<file path="config.mk">
export PLATFORM = sky130hd
export DESIGN_NAME = pixel_channel_format_convert
export DESIGN_NICKNAME = d
export VERILOG_FILES = /design/src/hdl/pcfc_pkg.sv /design/src/hdl/pcfc_expand.sv /design/src/hdl/pcfc_weight.sv /design/src/hdl/pcfc_pack.sv /design/src/hdl/pixel_channel_format_convert.sv
export SDC_FILE = /design/constraint.sdc
export NUM_CORES = 1
export LEC_CHECK = 0
export BUFFER_PORTS_ARGS = -buffer_cell sky130_fd_sc_hd__buf_2
export CELL_PAD_IN_SITES_DETAIL_PLACEMENT = 1
export CELL_PAD_IN_SITES_GLOBAL_PLACEMENT = 1
export CORE_ASPECT_RATIO = 0.6
export CORE_MARGIN = 2
export CORE_UTILIZATION = 51
export DETAILED_ROUTE_END_ITERATION = 10
export GPL_TIMING_DRIVEN = 1
export PLACE_DENSITY = 0.92
export RECOVER_POWER = 50
export SYNTH_ARGS = -nofsm -noshare
export SYNTH_HDL_FRONTEND = slang
export SYNTH_SLANG_ARGS = --single-unit
</file>
<file path="constraint.sdc">
create_clock -name clk -period 5.3 [get_ports clk]
set_input_delay 0.53 -clock clk [delete_from_list [all_inputs] [get_ports clk]]
set_output_delay 0.53 -clock clk [all_outputs]
set_load 0.02 [all_outputs]
</file>
<file path="src/hdl/pcfc_pkg.sv">
// Package: shared types, layout codes and luma weights for the pixel format converter.
`default_nettype none
package pcfc_pkg;

    localparam int unsigned LANE_W = 8;
    localparam int unsigned CODE_W = 3;
    localparam int unsigned IDX_W  = 2;

    // Luma weights, sum of weights is 256
    localparam logic [6:0] LUMA_R = 7'd77;
    localparam logic [7:0] LUMA_G = 8'd150;
    localparam logic [4:0] LUMA_B = 5'd29;
    localparam int unsigned LUMA_SHIFT = 8;
    localparam logic [LANE_W-1:0] OPAQUE = 8'd255;

    // Register indexes of the configuration port
    localparam logic [IDX_W-1:0] REG_SOURCE_CHANNELS = 2'd0;
    localparam logic [IDX_W-1:0] REG_DEST_CHANNELS   = 2'd1;

    typedef enum logic [CODE_W-1:0] {
        LAYOUT_GRAY       = 3'd1,
        LAYOUT_GRAY_ALPHA = 3'd2,
        LAYOUT_RGB        = 3'd3,
        LAYOUT_RGBA       = 3'd4
    } layout_t;

    localparam logic [CODE_W-1:0] LAYOUT_RESET = 3'd4;

    typedef struct packed {
        logic [LANE_W-1:0] in_lane0;
        logic [LANE_W-1:0] in_lane1;
        logic [LANE_W-1:0] in_lane2;
        logic [LANE_W-1:0] in_lane3;
    } in_item_t;

    typedef struct packed {
        logic [LANE_W-1:0] out_lane0;
        logic [LANE_W-1:0] out_lane1;
        logic [LANE_W-1:0] out_lane2;
        logic [LANE_W-1:0] out_lane3;
    } out_item_t;

    typedef struct packed {
        logic [LANE_W-1:0] r;
        logic [LANE_W-1:0] g;
        logic [LANE_W-1:0] b;
        logic [LANE_W-1:0] a;
    } rgba_t;

    // Stage 1 -> 2: widened pixel
    typedef struct packed {
        logic    valid;
        layout_t dst;
        rgba_t   px;
    } expand_stage_t;

    // Stage 2 -> 3: weighted channels
    typedef struct packed {
        logic        valid;
        layout_t     dst;
        rgba_t       px;
        logic [14:0] prod_r;
        logic [15:0] prod_g;
        logic [12:0] prod_b;
    } weight_stage_t;

    // Map a raw register code to a layout; unknown codes act as RGBA
    function automatic layout_t to_layout(input logic [CODE_W-1:0] code);
        layout_t lay;
        case (code)
            3'd1:    lay = LAYOUT_GRAY;
            3'd2:    lay = LAYOUT_GRAY_ALPHA;
            3'd3:    lay = LAYOUT_RGB;
            default: lay = LAYOUT_RGBA;
        endcase
        return lay;
    endfunction

endpackage
`default_nettype wire

</file>
<file path="src/hdl/pcfc_expand.sv">
// Stage 1: widen the source pixel to RGBA and decode the destination layout.
`default_nettype none
module pcfc_expand (
    input  wire logic                        clk,
    input  wire logic                        rst_n,
    input  wire logic                        in_valid,
    input  wire pcfc_pkg::in_item_t          pixel_in,
    input  wire logic [pcfc_pkg::CODE_W-1:0] src_code,
    input  wire logic [pcfc_pkg::CODE_W-1:0] dst_code,
    output      pcfc_pkg::expand_stage_t     stage_out
);
    import pcfc_pkg::*;

    logic    valid_reg;
    layout_t dst_reg;
    rgba_t   px_reg;
    rgba_t   px_next;
    layout_t src_lay;

    always_comb
    begin
        src_lay = to_layout(src_code);
        px_next = '{r: pixel_in.in_lane0, g: pixel_in.in_lane0,
                    b: pixel_in.in_lane0, a: OPAQUE};
        case (src_lay)
            LAYOUT_GRAY:
            begin
                px_next.a = OPAQUE;
            end
            LAYOUT_GRAY_ALPHA:
            begin
                px_next.a = pixel_in.in_lane1;
            end
            LAYOUT_RGB:
            begin
                px_next.g = pixel_in.in_lane1;
                px_next.b = pixel_in.in_lane2;
            end
            default:
            begin
                px_next.g = pixel_in.in_lane1;
                px_next.b = pixel_in.in_lane2;
                px_next.a = pixel_in.in_lane3;
            end
        endcase
    end

    always_ff @(posedge clk or negedge rst_n)
    begin
        if (!rst_n)
        begin
            valid_reg <= 1'b0;
        end
        else
        begin
            valid_reg <= in_valid;
        end
    end

    // Payload needs no reset
    always_ff @(posedge clk)
    begin
        px_reg  <= px_next;
        dst_reg <= to_layout(dst_code);
    end

    assign stage_out = '{valid: valid_reg, dst: dst_reg, px: px_reg};

endmodule
`default_nettype wire

</file>
<file path="src/hdl/pcfc_weight.sv">
// Stage 2: multiply R, G and B by their luma weights.
`default_nettype none
module pcfc_weight (
    input  wire logic                    clk,
    input  wire logic                    rst_n,
    input  wire pcfc_pkg::expand_stage_t stage_in,
    output      pcfc_pkg::weight_stage_t stage_out
);
    import pcfc_pkg::*;

    logic        valid_reg;
    layout_t     dst_reg;
    rgba_t       px_reg;
    logic [14:0] prod_r_reg;
    logic [15:0] prod_g_reg;
    logic [12:0] prod_b_reg;

    always_ff @(posedge clk or negedge rst_n)
    begin
        if (!rst_n)
        begin
            valid_reg <= 1'b0;
        end
        else
        begin
            valid_reg <= stage_in.valid;
        end
    end

    always_ff @(posedge clk)
    begin
        dst_reg    <= stage_in.dst;
        px_reg     <= stage_in.px;
        prod_r_reg <= 15'(stage_in.px.r * LUMA_R);
        prod_g_reg <= 16'(stage_in.px.g * LUMA_G);
        prod_b_reg <= 13'(stage_in.px.b * LUMA_B);
    end

    assign stage_out = '{valid: valid_reg, dst: dst_reg, px: px_reg,
                         prod_r: prod_r_reg, prod_g: prod_g_reg, prod_b: prod_b_reg};

endmodule
`default_nettype wire

</file>
<file path="src/hdl/pcfc_pack.sv">
// Stage 3: sum the weighted channels and pack the destination layout.
`default_nettype none
module pcfc_pack (
    input  wire logic                    clk,
    input  wire logic                    rst_n,
    input  wire pcfc_pkg::weight_stage_t stage_in,
    output      logic                    out_valid,
    output      pcfc_pkg::out_item_t     pixel_out
);
    import pcfc_pkg::*;

    logic              valid_reg;
    out_item_t         item_reg;
    out_item_t         item_next;
    logic [16:0]       luma_sum;
    logic [LANE_W-1:0] luma;

    always_comb
    begin
        luma_sum  = 17'(stage_in.prod_r) + 17'(stage_in.prod_g) + 17'(stage_in.prod_b);
        // Weights sum to 256, so the shifted sum always fits a byte
        luma      = luma_sum[LUMA_SHIFT +: LANE_W];
        item_next = '0;
        case (stage_in.dst)
            LAYOUT_GRAY:
            begin
                item_next.out_lane0 = luma;
            end
            LAYOUT_GRAY_ALPHA:
            begin
                item_next.out_lane0 = luma;
                item_next.out_lane1 = stage_in.px.a;
            end
            LAYOUT_RGB:
            begin
                item_next.out_lane0 = stage_in.px.r;
                item_next.out_lane1 = stage_in.px.g;
                item_next.out_lane2 = stage_in.px.b;
            end
            default:
            begin
                item_next.out_lane0 = stage_in.px.r;
                item_next.out_lane1 = stage_in.px.g;
                item_next.out_lane2 = stage_in.px.b;
                item_next.out_lane3 = stage_in.px.a;
            end
        endcase
    end

    always_ff @(posedge clk or negedge rst_n)
    begin
        if (!rst_n)
        begin
            valid_reg <= 1'b0;
        end
        else
        begin
            valid_reg <= stage_in.valid;
        end
    end

    always_ff @(posedge clk)
    begin
        item_reg <= item_next;
    end

    assign out_valid = valid_reg;
    assign pixel_out = item_reg;

endmodule
`default_nettype wire

</file>
<file path="src/hdl/pixel_channel_format_convert.sv">
// Top level: pixel channel layout converter (gray, gray+alpha, RGB, RGBA).
// Path: a pixel taken at a clock edge is loaded into the first of three register
//   stages (expand, weight, pack); pixel_out and done come from the last one.
// Throughput: one pixel every clock; busy stays low, the pipeline never stalls.
// Reset: rst_n clears all valid bits at once and sets both layouts to RGBA.
// The receiver cannot stall: each result is on the outputs for one cycle only.
`default_nettype none
module pixel_channel_format_convert (
    input  wire logic                        clk,
    input  wire logic                        rst_n,
    // Pixel input, command style
    input  wire logic                        start,
    output      logic                        busy,
    input  wire pcfc_pkg::in_item_t          pixel_in,
    // Result strobe and pixel
    output      logic                        done,
    output      pcfc_pkg::out_item_t         pixel_out,
    // Configuration write port
    input  wire logic                        cfg_wr_en,
    input  wire logic [pcfc_pkg::IDX_W-1:0]  cfg_index,
    input  wire logic [pcfc_pkg::CODE_W-1:0] cfg_data
);
    import pcfc_pkg::*;

    // Raw layout codes; unknown codes are decoded as RGBA further down
    logic [CODE_W-1:0] src_code_reg;
    logic [CODE_W-1:0] dst_code_reg;

    expand_stage_t expand_stage;
    weight_stage_t weight_stage;

    // Every stage advances every cycle, so a transfer is never held off
    assign busy = 1'b0;

    // Configuration registers; writes to indexes beyond the list are dropped
    always_ff @(posedge clk or negedge rst_n)
    begin
        if (!rst_n)
        begin
            src_code_reg <= LAYOUT_RESET;
            dst_code_reg <= LAYOUT_RESET;
        end
        else if (cfg_wr_en)
        begin
            case (cfg_index)
                REG_SOURCE_CHANNELS: src_code_reg <= cfg_data;
                REG_DEST_CHANNELS:   dst_code_reg <= cfg_data;
                default:             ;
            endcase
        end
    end

    // Stage 1: widen the source to RGBA, capture the destination layout
    // with the pixel so it travels down the pipe alongside it
    pcfc_expand u_expand (
        .clk       (clk),
        .rst_n     (rst_n),
        .in_valid  (start && !busy),
        .pixel_in  (pixel_in),
        .src_code  (src_code_reg),
        .dst_code  (dst_code_reg),
        .stage_out (expand_stage)
    );

    // Stage 2: one narrow multiplier per color channel
    pcfc_weight u_weight (
        .clk       (clk),
        .rst_n     (rst_n),
        .stage_in  (expand_stage),
        .stage_out (weight_stage)
    );

    // Stage 3: add the products, take the luma byte, pack the output lanes
    pcfc_pack u_pack (
        .clk       (clk),
        .rst_n     (rst_n),
        .stage_in  (weight_stage),
        .out_valid (done),
        .pixel_out (pixel_out)
    );

endmodule
`default_nettype wire

</file>
==> results.py <==
metrics = {
    "setup_path": {
        "r2r_setup_slack_ns": 1.46,
        "cp_max_fo": 5,
        "cp.required_ns": 5.67,
        "r2r_cells": 12,
        "worstSetupEndpointType": "register",
        "r2r-end": "u_weight.prod_g_reg[14]",
        "r2r_start": "u_expand.stage_out[21]",
        "crit_type": "reg -> reg",
        "setup.worst_path.start_class": "register",
        "cp.arrival_ns": 4.20,
    },
    "placement": {
        "portBuffers": 73,
        "dp_hpwl_um": 17300,
        "place_inst": 963,
        "gp_congestion": 0.8698,
    },
    "die": {
        "dieArea_mm2": 0.01580,
        "die_x_um": 161.0,
        "design.portCount": 75,
        "row_count": 34,
        "start_util_pct": 52.12,
        "fp.dieH_um": 98.18,
        "core_area_mm2": 0.01446,
    },
    "timing": {
        "finalCritPeriodShare_pct": 72.41,
        "finalSetupTns_ns": 0,
        "hold_violations": 0,
        "tightestPinTransition_ns": 0.9421,
        "max-slew-margin-rel_pct": 37.13,
        "fin_crit_ns": 3.838,
        "rsz0062_at_grt": "no",
        "setup_violations": 0,
        "fmax_mhz": 260.6,
        "fin_skew_ns": 0.01332,
        "final_max_slew_viol_count": 0,
    },
    "global_route": {
        "grt_max_degree": 31,
        "grt_pass1_vias": 6437,
        "grt_pass1_wl_um": 38230,
        "grt_usage_pct": 32.84,
        "antenna_found_initial": 0,
        "grt-ovfl-total": 0,
    },
    "cts": {
        "cts_buffers": 17,
        "post_cts.repair.setup_buffers": 0,
        "cts_tree": "built",
        "clk_pin_slew_ns": 0.07,
        "root_buffer": "clkbuf_16",
        "max-clock-path-buffers": 2,
        "clk_latency_ns": 0.45,
        "h-tree-depth": 4,
        "cts_sinks": 149,
    },
    "yosys": {
        "ys_ff_latch": 149,
        "synthFlopType": "dfxtp_1",
        "ys_types": 51,
        "yosysTopAreaCell": "dfxtp_1",
        "ys_seq_area_share_pct": 40.20,
        "synth-warning-count": 0,
        "syn_area_per_cell_um2": 10.72,
        "synth_area_mm2": 0.007538,
        "synth_fp_nets": 895,
        "synthTopCellsByCount": "dfxtp_1 (140), ha_1 (113), inv_1 (93), a21oi_1 (43), fa_1 (38)",
        "synth.top_cell.area_share_pct": 37.18,
        "async_flop_share_pct": 6.040,
        "synth_cells": 703,
        "yosysMostFrequentCell": "dfxtp_1",
        "yosys-top-cells-area": "dfxtp_1 (37%), ha_1 (19%), fa_1 (10%)",
        "synth-edff-count": 0,
    },
    "outcome": {
        "status": "finished clean",
    },
    "min_path": {
        "whs_path_depth": 1,
        "hold_end": "u_expand.valid_reg",
        "hold_class": "in -> reg",
        "worstHoldStart": "start",
    },
    "detailed_routing": {
        "first_iter_violations": 375,
        "viasPerCell": 5.687,
        "drcViolationCount": 0,
        "first_pass_iters": 7,
        "vias": 5664,
        "detail-route-antenna-nets": 0,
        "wl_um": 24820,
        "wl_per_cell_um": 24.92,
    },
    "layout": {
        "nets": 977,
        "nFillCells": 1567,
        "final_layout_size_suffix_gt1_share_pct": 13.41,
        "diodes": 0,
        "fin_cells": 996,
        "area_growth_pct": 15.10,
    },
    "flow_run": {
        "drv_cap": 0,
    },
}
worst max-delay path: stages, from the launching register on:
cell	delay (ns)
dfxtp_1	0.52
ha_1	0.32
ha_1	0.30
ha_1	0.29
inv_1	0.05
fa_1	0.53
inv_1	0.08
ha_1	0.37
o21a_1	0.17
a2111oi_2	0.61
o41ai_1	0.18
a21oi_1	0.22
xnor2_1	0.14
kinds of logic (layout without fill, tap and decap cells):
family,after synthesis,after routing,share of synthesized area (%)
XOR/XNOR,34,34,3.950
AND/OR/NAND/NOR,126,126,8.647
buffers and inverters,105,200,5.377
multiplexers,22,22,3.286
AO/OA/AOI/OAI,115,115,9.643
adder cells (fa/ha/maj),151,151,28.85
flip-flops,149,149,40.20
other,1,1,0.04974
timing repair:
| item | CTS | global route |
|---|---|---|
| hold buffers | 1 | 0 |
| endpoints found under the setup margin | 0 | 0 |
| endpoints found under the hold margin | 7 | 0 |
| gates resized for setup | 0 | 0 |
cell type report:
class	instances	area, µm²	share of cell area [%]
flip-flops and latches	149	3030	34.92
repair buffers	75	347.8	4.009
well taps	198	247.7	2.855
inverters	93	349.1	4.023
clock inverters	15	173.9	2.004
clock buffers	17	425.4	4.903
multi-input cells	449	4103	47.28
how the worst max path moves through the flow:
stage | slack, ns | from | depth (start not counted) | endpoint
after global placement | 1.77 | u_expand.stage_out[29] | 12 | u_weight.prod_r_reg[13]
after floorplan | 1.90 | u_expand.stage_out[29] | 12 | u_weight.prod_r_reg[13]
final | 1.46 | u_expand.stage_out[21] | 12 | u_weight.prod_g_reg[14]
after global routing | 1.33 | u_expand.stage_out[29] | 12 | u_weight.prod_r_reg[14]
after detailed placement | 1.52 | u_expand.stage_out[29] | 12 | u_weight.prod_r_reg[14]
after CTS | 1.49 | u_expand.stage_out[29] | 12 | u_weight.prod_r_reg[14]
metrics by stage:
| stage | utilization (%) | hold slack [ns] | setup WS (ns) | area, µm² |
|---|---|---|---|---|
| final | 59.99 | 0.1898 | 1.462 | 8677 |
| after global routing | 59.99 | 0.1912 | 1.328 | 8677 |
| after detailed placement | 56.02 | 0.3150 | 1.519 | 8103 |
| after global placement | 56.02 | 0.3130 | 1.772 | 8103 |
| after floorplan | - | 0.2344 | 1.897 | 7538 |
| after CTS | 60.23 | 0.1857 | 1.488 | 8712 |
layer usage:
layer  GRT usage, %  vias to the layer above  wire length, µm
met5              0                        -                0
met4          12.16                        0              894
met3          5.820                       71             1172
met2          58.96                      227            12530
met1          39.71                     2851            10220
li1               -                     2515                -
cells in the final DEF, fill, tap and decap left out, types with 10 or more instances in the layout:
cell,n
a21oi_1,43
buf_2,45
clkbuf_1,28
clkbuf_16,17
dfxtp_1,140
fa_1,38
ha_1,113
inv_1,93
mux2_2,20
nand2_1,29
nor2_1,27
nor2b_1,15
o21ai_0,25
xnor2_1,24
xor2_1,10
Power is not shown: default switching activity piles up to over one toggle a cycle in this logic, so the estimate is an artifact.
